<file path="src/cial_pkg.sv">
// package for the card id access list: request and status codes,
// register indexes, reset values and the control/status bundles
// no dependencies
`timescale 1ns / 1ps
`default_nettype none
package cial_pkg;

	// default number of user card slots
	localparam int TABLE_DEPTH_DEF = 4;

	localparam int UID_W = 32;
	localparam int REQ_W = 3;
	localparam int STATUS_W = 4;
	localparam int COUNT_OUT_W = 3;
	localparam int LOCK_W = 8;
	localparam int STRIKE_W = 4;
	localparam int CFG_IDX_W = 2;

	// configuration register indexes
	localparam logic [CFG_IDX_W-1:0] CFG_MASTER_UID = 2'd0;
	localparam logic [CFG_IDX_W-1:0] CFG_MAX_STRIKES = 2'd1;
	localparam logic [CFG_IDX_W-1:0] CFG_LOCKOUT_TICKS = 2'd2;

	// register reset values
	localparam logic [UID_W-1:0] MASTER_UID_RST = 32'd0;
	localparam logic [STRIKE_W-1:0] MAX_STRIKES_RST = 4'd3;
	localparam logic [LOCK_W-1:0] LOCKOUT_TICKS_RST = 8'd61;

	// request codes
	localparam logic [REQ_W-1:0] REQ_SCAN = 3'd0;
	localparam logic [REQ_W-1:0] REQ_ADD = 3'd1;
	localparam logic [REQ_W-1:0] REQ_DEL = 3'd2;
	localparam logic [REQ_W-1:0] REQ_DEL_ALL = 3'd3;
	localparam logic [REQ_W-1:0] REQ_TICK = 3'd4;

	// result status codes
	typedef enum logic [STATUS_W-1:0] {
		ST_GRANTED = 4'd0,
		ST_MASTER = 4'd1,
		ST_DENIED = 4'd2,
		ST_LOCK_START = 4'd3,
		ST_LOCKED = 4'd4,
		ST_ADDED = 4'd5,
		ST_DUPLICATE = 4'd6,
		ST_FULL = 4'd7,
		ST_DELETED = 4'd8,
		ST_NOT_FOUND = 4'd9,
		ST_MASTER_PROT = 4'd10,
		ST_ALL_DELETED = 4'd11,
		ST_EMPTY = 4'd12,
		ST_TICK_DONE = 4'd13
	} status_t;

	// commands from controller to datapath
	typedef struct packed {
		logic load;       // latch the input beat
		logic idx_clr;    // scan index to zero
		logic idx_inc;    // scan index up by one
		logic rd_en;      // table read
		logic rd_next;    // read at index + 1 instead of index
		logic wr_add;     // write uid at the end of the list
		logic wr_shift;   // write read data at index
		logic cnt_inc;
		logic cnt_dec;
		logic cnt_clr;
		logic strike;     // count a denied scan, maybe start lockout
		logic tick;       // one second elapsed
		logic res_load;   // load the output register
		status_t code;
	} cial_cmd_t;

	// status from datapath to controller
	typedef struct packed {
		logic [REQ_W-1:0] req;
		logic locked;
		logic is_master;
		logic idx_lt_cnt;
		logic idx1_lt_cnt;
		logic hit;
		logic full;
		logic cnt_zero;
		logic strike_trip;
		logic out_free;
	} cial_sts_t;

endpackage
`default_nettype wire

</file>
<file path="src/cial_dpath.sv">
// datapath of the card id access list: config registers, card table memory,
// counters, comparators and the output register
// depends on cial_pkg
`timescale 1ns / 1ps
`default_nettype none
module cial_dpath #(
	parameter int TABLE_DEPTH = cial_pkg::TABLE_DEPTH_DEF
) (
	input  wire logic                           clk,
	input  wire logic                           arst_n,
	input  wire logic                           cfg_we,
	input  wire logic [cial_pkg::CFG_IDX_W-1:0] cfg_index,
	input  wire logic [cial_pkg::UID_W-1:0]     cfg_data,
	input  wire logic [31:0]                    s_tdata,
	input  wire logic [7:0]                     s_tuser,
	input  wire cial_pkg::cial_cmd_t            cmd,
	output cial_pkg::cial_sts_t                 sts,
	output logic                                m_tvalid,
	input  wire logic                           m_tready,
	output logic [15:0]                         m_tdata
);
	import cial_pkg::*;

	localparam int CW = $clog2(TABLE_DEPTH + 1);
	localparam int AW = (TABLE_DEPTH > 1) ? $clog2(TABLE_DEPTH) : 1;
	localparam logic [CW-1:0] DEPTH_C = CW'(TABLE_DEPTH);

	logic [UID_W-1:0]    master_q;
	logic [STRIKE_W-1:0] max_strikes_q;
	logic [LOCK_W-1:0]   lock_ticks_q;
	logic [UID_W-1:0]    uid_q;
	logic [REQ_W-1:0]    req_q;
	logic [CW-1:0]       idx_q;
	logic [CW-1:0]       cnt_q;
	logic [CW-1:0]       idx1;
	logic [STRIKE_W-1:0] strike_q;
	logic [STRIKE_W-1:0] strike_nxt;
	logic [LOCK_W-1:0]   lock_q;
	logic [UID_W-1:0]    mem [TABLE_DEPTH];
	logic [UID_W-1:0]    rdata_q;
	logic [AW-1:0]       rd_addr;
	logic [AW-1:0]       wr_addr;
	logic [UID_W-1:0]    wr_data;
	logic                wr_en;
	logic                valid_q;
	status_t             res_status_q;
	logic [COUNT_OUT_W-1:0] res_cnt_q;
	logic [LOCK_W-1:0]   res_lock_q;
	logic [CW+COUNT_OUT_W-1:0] cnt_ext;

	// derived values
	assign idx1 = idx_q + CW'(1);
	assign strike_nxt = strike_q + STRIKE_W'(1);
	assign cnt_ext = {{COUNT_OUT_W{1'b0}}, cnt_q};

	// status to the controller
	assign sts.req = req_q;
	assign sts.locked = (lock_q != '0);
	assign sts.is_master = (uid_q == master_q);
	assign sts.idx_lt_cnt = (idx_q < cnt_q);
	assign sts.idx1_lt_cnt = (idx1 < cnt_q);
	assign sts.hit = (rdata_q == uid_q);
	assign sts.full = (cnt_q >= DEPTH_C);
	assign sts.cnt_zero = (cnt_q == '0);
	assign sts.strike_trip = (strike_nxt >= max_strikes_q);
	assign sts.out_free = !valid_q || m_tready;

	// configuration registers
	always_ff @(posedge clk or negedge arst_n) begin
		if (!arst_n) begin
			master_q <= MASTER_UID_RST;
			max_strikes_q <= MAX_STRIKES_RST;
			lock_ticks_q <= LOCKOUT_TICKS_RST;
		end else if (cfg_we) begin
			unique case (cfg_index)
				CFG_MASTER_UID: master_q <= cfg_data;
				CFG_MAX_STRIKES: max_strikes_q <= cfg_data[STRIKE_W-1:0];
				CFG_LOCKOUT_TICKS: lock_ticks_q <= cfg_data[LOCK_W-1:0];
				default: ;
			endcase
		end
	end

	// latched request beat
	always_ff @(posedge clk) begin
		if (cmd.load) begin
			uid_q <= s_tdata[UID_W-1:0];
			req_q <= s_tuser[REQ_W-1:0];
		end
	end

	// index, entry count, strikes and lockout timer
	always_ff @(posedge clk or negedge arst_n) begin
		if (!arst_n) begin
			idx_q <= '0;
			cnt_q <= '0;
			strike_q <= '0;
			lock_q <= '0;
		end else begin
			if (cmd.idx_clr) begin
				idx_q <= '0;
			end else if (cmd.idx_inc) begin
				idx_q <= idx1;
			end
			if (cmd.cnt_clr) begin
				cnt_q <= '0;
			end else if (cmd.cnt_inc) begin
				cnt_q <= cnt_q + CW'(1);
			end else if (cmd.cnt_dec) begin
				cnt_q <= cnt_q - CW'(1);
			end
			if (cmd.strike) begin
				if (strike_nxt >= max_strikes_q) begin
					strike_q <= '0;
					lock_q <= lock_ticks_q;
				end else begin
					strike_q <= strike_nxt;
				end
			end
			if (cmd.tick && lock_q != '0) begin
				lock_q <= lock_q - LOCK_W'(1);
			end
		end
	end

	// table memory, one write and one registered read
	assign rd_addr = cmd.rd_next ? idx1[AW-1:0] : idx_q[AW-1:0];
	assign wr_en = cmd.wr_add || cmd.wr_shift;
	assign wr_addr = cmd.wr_add ? cnt_q[AW-1:0] : idx_q[AW-1:0];
	assign wr_data = cmd.wr_add ? uid_q : rdata_q;

	always_ff @(posedge clk) begin
		if (wr_en) begin
			mem[wr_addr] <= wr_data;
		end
		if (cmd.rd_en) begin
			rdata_q <= mem[rd_addr];
		end
	end

	// output register valid
	always_ff @(posedge clk or negedge arst_n) begin
		if (!arst_n) begin
			valid_q <= 1'b0;
		end else if (cmd.res_load) begin
			valid_q <= 1'b1;
		end else if (m_tready) begin
			valid_q <= 1'b0;
		end
	end

	// output register payload
	always_ff @(posedge clk) begin
		if (cmd.res_load) begin
			res_status_q <= cmd.code;
			res_cnt_q <= cnt_ext[COUNT_OUT_W-1:0];
			res_lock_q <= lock_q;
		end
	end

	assign m_tvalid = valid_q;
	assign m_tdata = {1'b0, res_lock_q, res_cnt_q, res_status_q};

endmodule
`default_nettype wire

</file>
<file path="src/cial_ctrl.sv">
// controller of the card id access list: sequences decode, table search,
// delete shift and result hand-off
// depends on cial_pkg
`timescale 1ns / 1ps
`default_nettype none
module cial_ctrl (
	input  wire logic                clk,
	input  wire logic                arst_n,
	input  wire logic                s_tvalid,
	output logic                     s_tready,
	input  wire cial_pkg::cial_sts_t sts,
	output cial_pkg::cial_cmd_t      cmd
);
	import cial_pkg::*;

	typedef enum logic [2:0] {
		IDLE,
		DECODE,
		SRCH,
		CMP,
		SHRD,
		SHWR,
		FIN
	} state_t;

	state_t  state_q;
	state_t  state_d;
	status_t code_q;
	status_t code_d;

	assign s_tready = (state_q == IDLE);

	// next state and commands
	always_comb begin
		state_d = state_q;
		code_d = code_q;
		cmd = '0;
		cmd.code = code_q;
		unique case (state_q)
			IDLE: begin
				if (s_tvalid) begin
					cmd.load = 1'b1;
					state_d = DECODE;
				end
			end
			DECODE: begin
				state_d = FIN;
				if (sts.req == REQ_TICK) begin
					cmd.tick = 1'b1;
					code_d = ST_TICK_DONE;
				end else if (sts.locked) begin
					code_d = ST_LOCKED;
				end else if (sts.req == REQ_DEL_ALL) begin
					if (sts.cnt_zero) begin
						code_d = ST_EMPTY;
					end else begin
						cmd.cnt_clr = 1'b1;
						code_d = ST_ALL_DELETED;
					end
				end else if (sts.req != REQ_SCAN && sts.req != REQ_ADD
						&& sts.req != REQ_DEL) begin
					code_d = ST_TICK_DONE;
				end else if (sts.is_master) begin
					case (sts.req)
						REQ_SCAN: code_d = ST_MASTER;
						REQ_ADD: code_d = ST_DUPLICATE;
						default: code_d = ST_MASTER_PROT;
					endcase
				end else begin
					cmd.idx_clr = 1'b1;
					state_d = SRCH;
				end
			end
			// issue a read per stored entry, or settle a miss
			SRCH: begin
				if (sts.idx_lt_cnt) begin
					cmd.rd_en = 1'b1;
					state_d = CMP;
				end else begin
					state_d = FIN;
					case (sts.req)
						REQ_SCAN: begin
							cmd.strike = 1'b1;
							code_d = sts.strike_trip ? ST_LOCK_START : ST_DENIED;
						end
						REQ_ADD: begin
							if (sts.full) begin
								code_d = ST_FULL;
							end else begin
								cmd.wr_add = 1'b1;
								cmd.cnt_inc = 1'b1;
								code_d = ST_ADDED;
							end
						end
						default: code_d = ST_NOT_FOUND;
					endcase
				end
			end
			CMP: begin
				if (sts.hit) begin
					case (sts.req)
						REQ_SCAN: begin
							code_d = ST_GRANTED;
							state_d = FIN;
						end
						REQ_ADD: begin
							code_d = ST_DUPLICATE;
							state_d = FIN;
						end
						default: state_d = SHRD;
					endcase
				end else begin
					cmd.idx_inc = 1'b1;
					state_d = SRCH;
				end
			end
			// close the gap: move entry index + 1 down to index
			SHRD: begin
				if (sts.idx1_lt_cnt) begin
					cmd.rd_en = 1'b1;
					cmd.rd_next = 1'b1;
					state_d = SHWR;
				end else begin
					cmd.cnt_dec = 1'b1;
					code_d = ST_DELETED;
					state_d = FIN;
				end
			end
			SHWR: begin
				cmd.wr_shift = 1'b1;
				cmd.idx_inc = 1'b1;
				state_d = SHRD;
			end
			FIN: begin
				if (sts.out_free) begin
					cmd.res_load = 1'b1;
					state_d = IDLE;
				end
			end
			default: state_d = IDLE;
		endcase
	end

	// state and result code
	always_ff @(posedge clk or negedge arst_n) begin
		if (!arst_n) begin
			state_q <= IDLE;
			code_q <= ST_TICK_DONE;
		end else begin
			state_q <= state_d;
			code_q <= code_d;
		end
	end

endmodule
`default_nettype wire

</file>
<file path="src/card_id_access_list_unit.sv">
// top level of the card id access list: controller plus datapath
// depends on cial_pkg, cial_ctrl, cial_dpath
//
// usage:
//   requests come in as beats on the s_ group: tuser[2:0] is the request
//   kind (scan, add, delete, delete all, second tick), tdata[31:0] the card.
//   each request gives one result beat on the m_ group with the status,
//   the stored card count and the lockout ticks left.
//   config registers (master uid, strike limit, lockout length) are written through
//   cfg_we/cfg_index/cfg_data only while the block is idle: user's duty, not enforced.
// flow:
//   one request at a time. ticks, lockout answers, master hits and delete
//   all go from decode straight to the result. a search reads then compares
//   each stored entry checked on the one read port, a delete reads then
//   writes each entry moved down, then lowers the count.
//   s_tready is high only while no request is in flight and comes back as
//   the result turns valid, so a new request waits for the last result.
// reset:
//   arst_n clears the table to empty, strikes and lockout to zero and the
//   registers to master 0, limit 3, lockout 61; no clearing pass.
// stall:
//   a result waits in the output register while m_tready is low; the next
//   request is still taken and worked, and holds before its result is sent.
`timescale 1ns / 1ps
`default_nettype none
module card_id_access_list_unit #(
	parameter int TABLE_DEPTH = cial_pkg::TABLE_DEPTH_DEF
) (
	input  wire logic                           clk,
	input  wire logic                           arst_n,
	input  wire logic                           cfg_we,
	input  wire logic [cial_pkg::CFG_IDX_W-1:0] cfg_index,
	input  wire logic [cial_pkg::UID_W-1:0]     cfg_data,
	input  wire logic                           s_tvalid,
	output logic                                s_tready,
	input  wire logic [31:0]                    s_tdata,  // card_uid[31:0]
	input  wire logic [7:0]                     s_tuser,  // req_type[2:0], zero above
	output logic                                m_tvalid,
	input  wire logic                           m_tready,
	output logic [15:0]                         m_tdata   // status[3:0], entry_count[6:4],
	                                                      // lockout_left[14:7], zero [15]
);
	import cial_pkg::*;

	cial_cmd_t cmd;
	cial_sts_t sts;

	// sequencer
	cial_ctrl u_ctrl (
		.clk      (clk),
		.arst_n   (arst_n),
		.s_tvalid (s_tvalid),
		.s_tready (s_tready),
		.sts      (sts),
		.cmd      (cmd)
	);

	// table, counters and output register
	cial_dpath #(
		.TABLE_DEPTH (TABLE_DEPTH)
	) u_dpath (
		.clk       (clk),
		.arst_n    (arst_n),
		.cfg_we    (cfg_we),
		.cfg_index (cfg_index),
		.cfg_data  (cfg_data),
		.s_tdata   (s_tdata),
		.s_tuser   (s_tuser),
		.cmd       (cmd),
		.sts       (sts),
		.m_tvalid  (m_tvalid),
		.m_tready  (m_tready),
		.m_tdata   (m_tdata)
	);

`ifndef SYNTHESIS
	// one request in flight: ready drops after an accept
	a_one_in_flight: assert property (@(posedge clk) disable iff (!arst_n)
		(s_tvalid && s_tready) |=> !s_tready)
		else $error("input accepted while a request is in flight");

	// a locked answer always comes with time left on the lockout
	a_locked_has_time: assert property (@(posedge clk) disable iff (!arst_n)
		(m_tvalid && m_tdata[3:0] == ST_LOCKED) |-> (m_tdata[14:7] != 8'd0))
		else $error("locked result with no lockout time left");

	// a denied scan is only possible while free
	a_denied_free: assert property (@(posedge clk) disable iff (!arst_n)
		(m_tvalid && m_tdata[3:0] == ST_DENIED) |-> (m_tdata[14:7] == 8'd0))
		else $error("denied result during a lockout");
`endif

endmodule
`default_nettype wire
</file>
<file path="config.mk">
export PLATFORM = sky130hd
export DESIGN_NAME = card_id_access_list_unit
export DESIGN_NICKNAME = d
export VERILOG_FILES = /design/src/cial_pkg.sv /design/src/cial_dpath.sv /design/src/cial_ctrl.sv /design/src/card_id_access_list_unit.sv
export SDC_FILE = /design/constraint.sdc
export NUM_CORES = 1
export LEC_CHECK = 0
export ABC_AREA = 1
export BUFFER_PORTS_ARGS = -buffer_cell sky130_fd_sc_hd__buf_2
export CAP_MARGIN = 30
export CORE_MARGIN = 2
export CORE_UTILIZATION = 54
export DETAILED_ROUTE_END_ITERATION = 8
export PLACE_DENSITY = 0.84
export SLEW_MARGIN = 20
export SYNTH_ARGS = -nofsm -noshare
export SYNTH_HDL_FRONTEND = slang
export SYNTH_HIERARCHICAL = 1
export SYNTH_SLANG_ARGS = --single-unit
</file>
<file path="constraint.sdc">
create_clock -name clk -period 3.35 [get_ports clk]
set_input_delay 0.5025 -clock clk [delete_from_list [all_inputs] [get_ports clk]]
set_output_delay 0.5025 -clock clk [all_outputs]
set_load 0.05 [all_outputs]
</file>
==> summary.md, run 1 <==
| Metric | Value |
|---|---|
| Complex-gate fraction of the synthesized area | 7.213% |
| Remaining antenna violation count | 0 |
| WL met3 | 1594 um |
| Cell variety after synth | 42 |
| Mux contribution to synthesized area | 1.651% |
| Port Buffer Count | 90 |
| Dpl cell area | 13,120 sq um |
| Total Routing Usage GR | 22.11% |
| Fin area | 14,110 sq um |
| Routability cong. | 0.8856 |
| First-pass GRT wire length | 41,860 um |
| H-tree depth | 1 |
| Post-CTS sizing | 0 |
| Clock Tree Root | clkbuf_16 |
| Area grow syn2layout | 14.93% |
| Post-synth EDFFs | 210 |
| Syn_nets | 1,215 |
| Drt wl/cell | 17.24 um |
| Syn Inst Count | 1,123 |
| Critical path class | flop to flop |
| Critical-path cell list | ha_1 -> ha_1 -> a21o_1 -> a21oi_1 -> nand2_1 -> inv_1 -> nand2_1 -> o21ai_2 -> inv_1 -> buf_4 -> o21ai_0 -> o22ai_1 |
| Biggest cell delay along the critical path | 450 ps |
| Crit-path max FO | 27 |
| Post-synthesis cell area | 12,280 sq um |
| Clk slew on worst S/H paths | 60 ps |
| Via count | 8,453 |
| Fin nets | 1,320 |
| Core footprint | 22,500 sq um |
| Post-CTS Setup Inserts | 0 |
| Area share of xor/xnor cells in the synthesized design | 4.137% |
| Power per cell area | 933.3 nW/um^2 |
| R2r endpoint | u_dpath/rdata_q[22]$_DFFE_PP_ |
| Initial antenna violation count | 0 |
| RSZ-0062 raised after global routing | false |
| Critical path arrival | 3400 ps |
| DR pass1 iterations | 5 |
| CP endpoint kind | flop |
| Placed cells | 1,481 |
| Die Width | 154.8 um |
| R2R cell count | 12 |
| Initial drt markers | 790 |
| Worst-Margin Slew | 696.3 ps |
| Met1 wire length | 10,550 um |
| Synth Area in Simple Gates | 15.28% |
| Asr flop ratio synth | 25.00% |
| Fmax | 321.3 MHz |
| Share of layout cells above drive strength 1 | 16.72% |
| Total Wirelength | 26,470 um |
| Largest family of logic cells by synthesized area | simple AND/OR/NAND/NOR gates |
| DRC viols | 0 |
| Yosys top cell by area | edfxtp_1 |
| DPL Wire Length | 16,600 um |
| Endpoint of the most critical setup path | u_dpath/rdata_q[22]$_DFFE_PP_ |
| # diodes | 0 |
| Nature of the critical path startpoint | flop |
| Cts hold-fix bufs | 0 |
| Initial core utilization | 54.57% |
| Die area | 23,960 sq um |
| Largest net degree at the start of global routing | 71 |
| Leakage | 5.842 nW |
| Die Y | 154.8 um |
| Synth Register Bits | 280 |
| Status | completed |
| TritonCTS clock tree | done |
| CP startpoint | u_dpath/idx_q[0]$_DFFE_PN0P_ |
| Final setup fails | 0 |
| Via/cell ratio | 5.507 |
| Adder-cell share of the synthesized area | 1.386% |
| Slew HR | 53.53% |
| Slew Limit Fails | 0 |
| Worst R2R Setup Slack | 240 ps |
| Synth top area share | 51.35% |
| VDD IR max | 0.5412 mV |
| CTS Buffer Depth | 3 |
| Seq/Total Area, Yosys | 65.72% |
| Top_reg_cell synth | edfxtp_1 |
| Synth top area cells | edfxtp_1 (51%), dfrtp_1 (12%), nand2_1 (7.9%), nor2_1 (4.4%), xor2_1 (3.9%) |
| Worst skew pair latency | 560 ps |
| Max-Cap Viols | 0 |
| Highest metal used | met4 |
| Vias in the first global route | 8,577 |
| Worst Clk Skew | 28.92 ps |
| Avg Cell Area, Syn | 10.94 sq um |
| Yosys Warn Count | 6 |
| Final Cycle Share | 92.91% |
| Tmin final | 3113 ps |
| CTS buffer count | 28 |
| Non-Filler Instances | 1,535 |
| Total grt overflow | 0 |
| Clock sinks | 280 |
| WP data required | 3640 ps |
| Hold WC Path Type | input pin to flop |
| Final Hold Vio Count | 0 |
| Routed wl met2 | 13,550 um |
| Rows | 55 |
| IO Pins | 97 |
| Critical path's slowest cell | dfrtp_1 |
| RR Startpoint | u_dpath/idx_q[0]$_DFFE_PN0P_ |
-- worst max-delay path: cells and delay by family, from the launching register on --
| kind | cells | cell delay, ps |
|---|---|---|
| and+or+nand+nor | 2 | 190 |
| adders and majority gates | 2 | 660 |
| DFF | 1 | 450 |
| buffers and inverters | 3 | 650 |
| AOI/OAI and AO/OA | 5 | 870 |
-- logic make-up (layout without fill, tap and decap cells) --
group / Yosys count / in the layout
flip-flops: 280 / 280
AND/OR/NAND/NOR: 460 / 460
adder cells (fa/ha/maj): 13 / 13
AO/OA/AOI/OAI: 164 / 164
other: 1 / 1
buffers and inverters: 129 / 256
XOR/XNOR: 58 / 58
multiplexers: 18 / 18
-- synthesized netlist by cell type, types with 9 or more instances --
cell type  count
dfrtp_1       60
clkbuf_1      15
ha_1          12
o21ai_0       90
nand3_1       23
o21ai_1       20
a21oi_1       11
buf_2          9
edfxtp_1     210
nand4_1        9
mux2_2        18
nand2_1      260
dfstp_2       10
xor2_1        55
nor2_1       143
o22ai_1       35
inv_1         88
-- power by group --
part | internal, mW | switching (mW) | leakage (nW)
combinational | 1.45 | 2.99 | 2.63
clock | 1.91 | 1.29 | 0.460
sequential | 5.00 | 0.530 | 2.75
-- placed cells by master (no fill, tap or decap), types with 2 or more instances in the layout --
master     instances
nor3_1             2
nand3_1           23
ha_1              12
nor2_4             2
a21o_1             2
nand4_1            9
clkbuf_16         28
buf_12             6
edfxtp_1         210
buf_4             14
nor2_2            11
xnor2_1            3
dfrtp_1           60
mux2_2            18
nand3_2            2
inv_1             88
o21ai_0           90
clkinv_2           2
inv_2              5
clkbuf_1          10
o22ai_1           35
clkinv_1           3
xor2_1            55
clkbuf_8           2
o21bai_1           3
dfstp_2           10
nor2_1           138
nand2_1          260
a21oi_1           11
nand2_2            5
bufinv_16          4
o21ai_1           20
buf_2             89
-- flip-flops by register name (all words and copies together), names as in the netlist, 8 cells and up --
register,count
u_dpath/lock_q,8
u_dpath/lock_ticks_q,8
u_dpath/master_q,32
u_dpath/mem,128
u_dpath/rdata_q,32
u_dpath/res_lock_q,8
u_dpath/uid_q,32
-- layout make-up --
class                           count  area, sq um
Clock buffer                       40        765.7
Inverter                           93        349.1
Timing Repair Buffer              111        708.2
Tap cell                          285        356.6
Multi-Input combinational cell    714         3677
Sequential cell                   280         8070
Clock inverter                     12        186.4
Fill cell                        1597         8389
-- worst min path at each step --
stage / start / end / depth (start not counted)
CTS: arst_n / u_dpath/master_q[24]$_DFFE_PN0P_ / 1
global placement: u_ctrl/code_q[1]$_DFFE_PN0P_ / u_dpath/res_status_q[1]$_DFFE_PP_ / 0
detailed placement: u_ctrl/code_q[1]$_DFFE_PN0P_ / u_dpath/res_status_q[1]$_DFFE_PP_ / 0
global route: s_tdata[26] / u_dpath/uid_q[26]$_DFFE_PP_ / 1
finish: s_tdata[26] / u_dpath/uid_q[26]$_DFFE_PP_ / 1
floorplan: arst_n / u_ctrl/code_q[1]$_DFFE_PN0P_ / 0
-- per-layer routing --
metal | global-route usage (%) | vias up
met5 | 0 | -
met4 | 8.862 | 0
met3 | 2.746 | 59
met2 | 38.90 | 336
met1 | 28.03 | 4058
li1 | - | 4000
-- stage by stage --
| step | power [mW] | hold slack (ps) | setup TNS, ps | setup WS (ps) | util, % |
|---|---|---|---|---|---|
| final | 13.17 | 116.7 | 0 | 237.4 | 62.72 |
| after global routing | 13.96 | 97.68 | 0 | 9.629 | 62.72 |
| after CTS | 13.14 | 101.8 | 0 | 292.9 | 62.55 |
| after detailed placement | 9.903 | 444.3 | 0 | 351.3 | 58.32 |
| after global placement | 9.653 | 435.5 | 0 | 436.9 | 58.32 |
| after floorplan | 8.710 | 206.9 | -38750 | -344.1 | - |
Note: power is estimated with default switching activity, not from simulation.
==> run 2: changes to the inputs <==
- CORE_ASPECT_RATIO: not set -> 0.5
==> run 2 against run 1 <==
  * Die area grew 0.31%
  * Register-to-register slack improved by 170 ps
  * Fmax increased by 5.6%
  * Utilization is 0.98 points higher
  * Clock power decreased by 14%
  * Clock skew is 16 ps lower
  * Combinational power is essentially flat
  * Critical path type unchanged
==> summary.md, run 2 (same netlist as run 1, synthesis figures left out) <==
| Metric | Value |
|---|---|
| DR pass1 iterations | 7 (was 5) |
| Max-Cap Viols | 0 (unchanged) |
| Clock sinks | 280 (unchanged) |
| Worst R2R Setup Slack | 400 ps (was 240 ps) |
| Drt wl/cell | 17.24 um (about the same) |
| Sequential Power Share | 43.3% (was 42.0%) |
| Core footprint | 21,970 sq um (was 22,500 sq um) |
| Hold path start | s_tdata[21] (was s_tdata[26]) |
| Fin nets | 1,321 (was 1,320) |
| Die Width | 217.3 um (was 154.8 um) |
| Die Y | 110.6 um (was 154.8 um) |
| Nature of the critical path startpoint | flop (unchanged) |
| RR Startpoint | u_dpath/idx_q[0]$_DFFE_PN0P_ (unchanged) |
| Largest register by flop count | u_dpath/mem (unchanged) |
| Initial antenna violation count | 0 (unchanged) |
| # diodes | 0 (unchanged) |
| CP endpoint kind | flop (unchanged) |
| Comb pwr share | 35.1% (was 33.7%) |
| CTS Buffer Depth | 3 (unchanged) |
| Via/cell ratio | 5.455 (was 5.507) |
| First-pass GRT wire length | 42,770 um (was 41,860 um) |
| Final setup fails | 0 (unchanged) |
| Share of layout cells above drive strength 1 | 17.15% (was 16.72%) |
| R2r endpoint | u_dpath/rdata_q[30]$_DFFE_PP_ (was u_dpath/rdata_q[22]$_DFFE_PP_) |
| Routability cong. | 0.8550 (was 0.8856) |
| Hold depth | 1 (unchanged) |
| TritonCTS clock tree | done (unchanged) |
| Endpoint, Worst Hold | u_dpath/uid_q[21]$_DFFE_PP_ (was u_dpath/uid_q[26]$_DFFE_PP_) |
| CTS buffer count | 25 (was 28) |
| Crit-path max FO | 17 (was 27) |
| Worst skew pair latency | 530 ps (was 560 ps) |
| Worst-Margin Slew | 765.6 ps (was 696.3 ps) |
| Clk network pwr share | 21.6% (was 24.3%) |
| RSZ-0062 raised after global routing | false (unchanged) |
| Leakage | 5.795 nW (was 5.842 nW) |
| Tmin final | 2947 ps (was 3113 ps) |
| Remaining antenna violation count | 0 (unchanged) |
| H-tree depth | 1 (unchanged) |
| Via count | 8,444 (was 8,453) |
| Dpl cell area | 13,180 sq um (was 13,120 sq um) |
| Worst Clk Skew | 13.01 ps (was 28.92 ps) |
| Slew HR | 48.84% (was 53.53%) |
| Fin area | 13,990 sq um (was 14,110 sq um) |
| Setup ws final | 403.4 ps (was 237.4 ps) |
| WP data required | 3720 ps (was 3640 ps) |
| Hold WC Path Type | input pin to flop (unchanged) |
| Vias in the first global route | 8,468 (was 8,577) |
| DPL Wire Length | 17,200 um (was 16,600 um) |
| Total Routing Usage GR | 22.37% (was 22.11%) |
| IO Pins | 97 (unchanged) |
| Clock Tree Root | clkbuf_16 (unchanged) |
| Most frequent cells in the layout | nand2_1 (260), edfxtp_1 (210), nor2_1 (138), o21ai_0 (90), buf_2 (89) (unchanged) |
| NetSw | 4.761 mW (was 4.816 mW) |
| Clk slew on worst S/H paths | 70 ps (was 60 ps) |
| Largest net degree at the start of global routing | 71 (unchanged) |
| Die area | 24,040 sq um (was 23,960 sq um) |
| Commonest non-fill, non-tap cell in the layout | nand2_1 (unchanged) |
| Filler cell count | 1,610 (was 1,597) |
| Status | completed (unchanged) |
| Final Hold Vio Count | 0 (unchanged) |
| Placed cells | 1,500 (was 1,481) |
| Rows | 38 (was 55) |
| Critical path arrival | 3320 ps (was 3400 ps) |
| Fmax | 339.4 MHz (was 321.3 MHz) |
| Int Power | 7.936 mW (was 8.355 mW) |
| Initial drt markers | 870 (was 790) |
| CP startpoint | u_dpath/idx_q[0]$_DFFE_PN0P_ (unchanged) |
| R2R cell count | 11 (was 12) |
| Slew Limit Fails | 0 (unchanged) |
| Post-CTS Setup Inserts | 0 (unchanged) |
| Port Buffer Count | 90 (unchanged) |
| Total Wirelength | 26,680 um (was 26,470 um) |
| Total grt overflow | 0 (unchanged) |
| Power per cell area | 907.5 nW/um^2 (was 933.3 nW/um^2) |
| Critical path class | flop to flop (unchanged) |
| Pre-CTS setup slack | 426.3 ps (was 351.3 ps) |
| Final core occ | 63.70% (was 62.72%) |
| DRC viols | 0 (unchanged) |
| VDD IR max | 0.5100 mV (was 0.5412 mV) |
| Switch share | 37.50% (was 36.56%) |
| Largest register FFs | 128 (unchanged) |
| Final Cycle Share | 87.96% (was 92.91%) |
| Non-Filler Instances | 1,548 (was 1,535) |
| Area grow syn2layout | 13.94% (was 14.93%) |
| Initial core utilization | 55.91% (was 54.57%) |
==> run 2: changes by cell type in the layout (fill, tap and decap cells not counted), sizes merged <==
cell      previous run  this run
buf                110       114
bufinv               4         0
clkinvlp             0         1
clkbuf              40        36
inv                 94        95
==> run 2: what timing repair did <==
| item | in CTS | in global routing |
|---|---|---|
| hold endpoints to repair | 0 | 17 |
| hold buffers | 0 | 1 |
| resized for setup | 0 | 0 |
==> run 2: per-layer routing <==
metal  GRT usage (%)  wire length [um]  share of wire (%)
met2           37.98             12990                 49
met1           30.84             11270                 42
met5               0                 0                  0
met4           4.886               401                1.5
met3           3.223              2022                7.6
==> run 2: final cells by class <==
cell class | count | area [sq um] | share of cell area (%)
clock buffers | 36 | 716.9 | 5.124
clock inverters | 10 | 62.56 | 0.4471
inverters | 93 | 349.1 | 2.495
multi-input cells | 714 | 3677 | 26.28
flip-flops and latches | 280 | 8070 | 57.68
well taps | 300 | 375.4 | 2.683
repair buffers | 115 | 740.7 | 5.294
==> run 2: power by group through the flow <==
stage / clock network (mW) / registers [mW] / logic, mW
4_1_cts: 2.77 / 5.50 / 4.41
2_1_floorplan: 0 / 5.57 / 3.14
3_5_place_dp: 0 / 5.56 / 4.37
5_1_grt: 2.90 / 5.58 / 4.97
6_report: 2.74 / 5.50 / 4.46
3_3_place_gp: 0 / 5.52 / 4.08
==> run 2: worst max path at each step <==
stage          slack, ps  cells after the start                             to
6_report             400                     11  u_dpath/rdata_q[30]$_DFFE_PP_
5_1_grt              180                     11  u_dpath/rdata_q[28]$_DFFE_PP_
4_1_cts              430                     11  u_dpath/rdata_q[28]$_DFFE_PP_
3_5_place_dp         430                     11  u_dpath/rdata_q[19]$_DFFE_PP_
3_3_place_gp         310                     10  u_dpath/rdata_q[11]$_DFFE_PP_
2_1_floorplan       -340                     13    u_dpath/mem[0][0]$_DFFE_PP_
==> run 2: critical path, stage by stage (launching register included) <==
cell and delay (ps):
dfrtp_1 440, ha_1 360, ha_1 310, a21o_1 180, a21oi_1 180, nand2_1 120, inv_1 130, o21ai_2 80
inv_1 470, buf_8 250, o21ai_0 120, o22ai_1 150
==> run 2: through the flow <==
step / TNS (ps) / hold WS, ps / power, mW
finish: 0 / 144.2 / 12.70
global route: 0 / 130.5 / 13.45
CTS: 0 / 129.9 / 12.68
detailed placement: 0 / 460.5 / 9.921
global placement: 0 / 441.8 / 9.601
floorplan: -38750 / 206.9 / 8.710
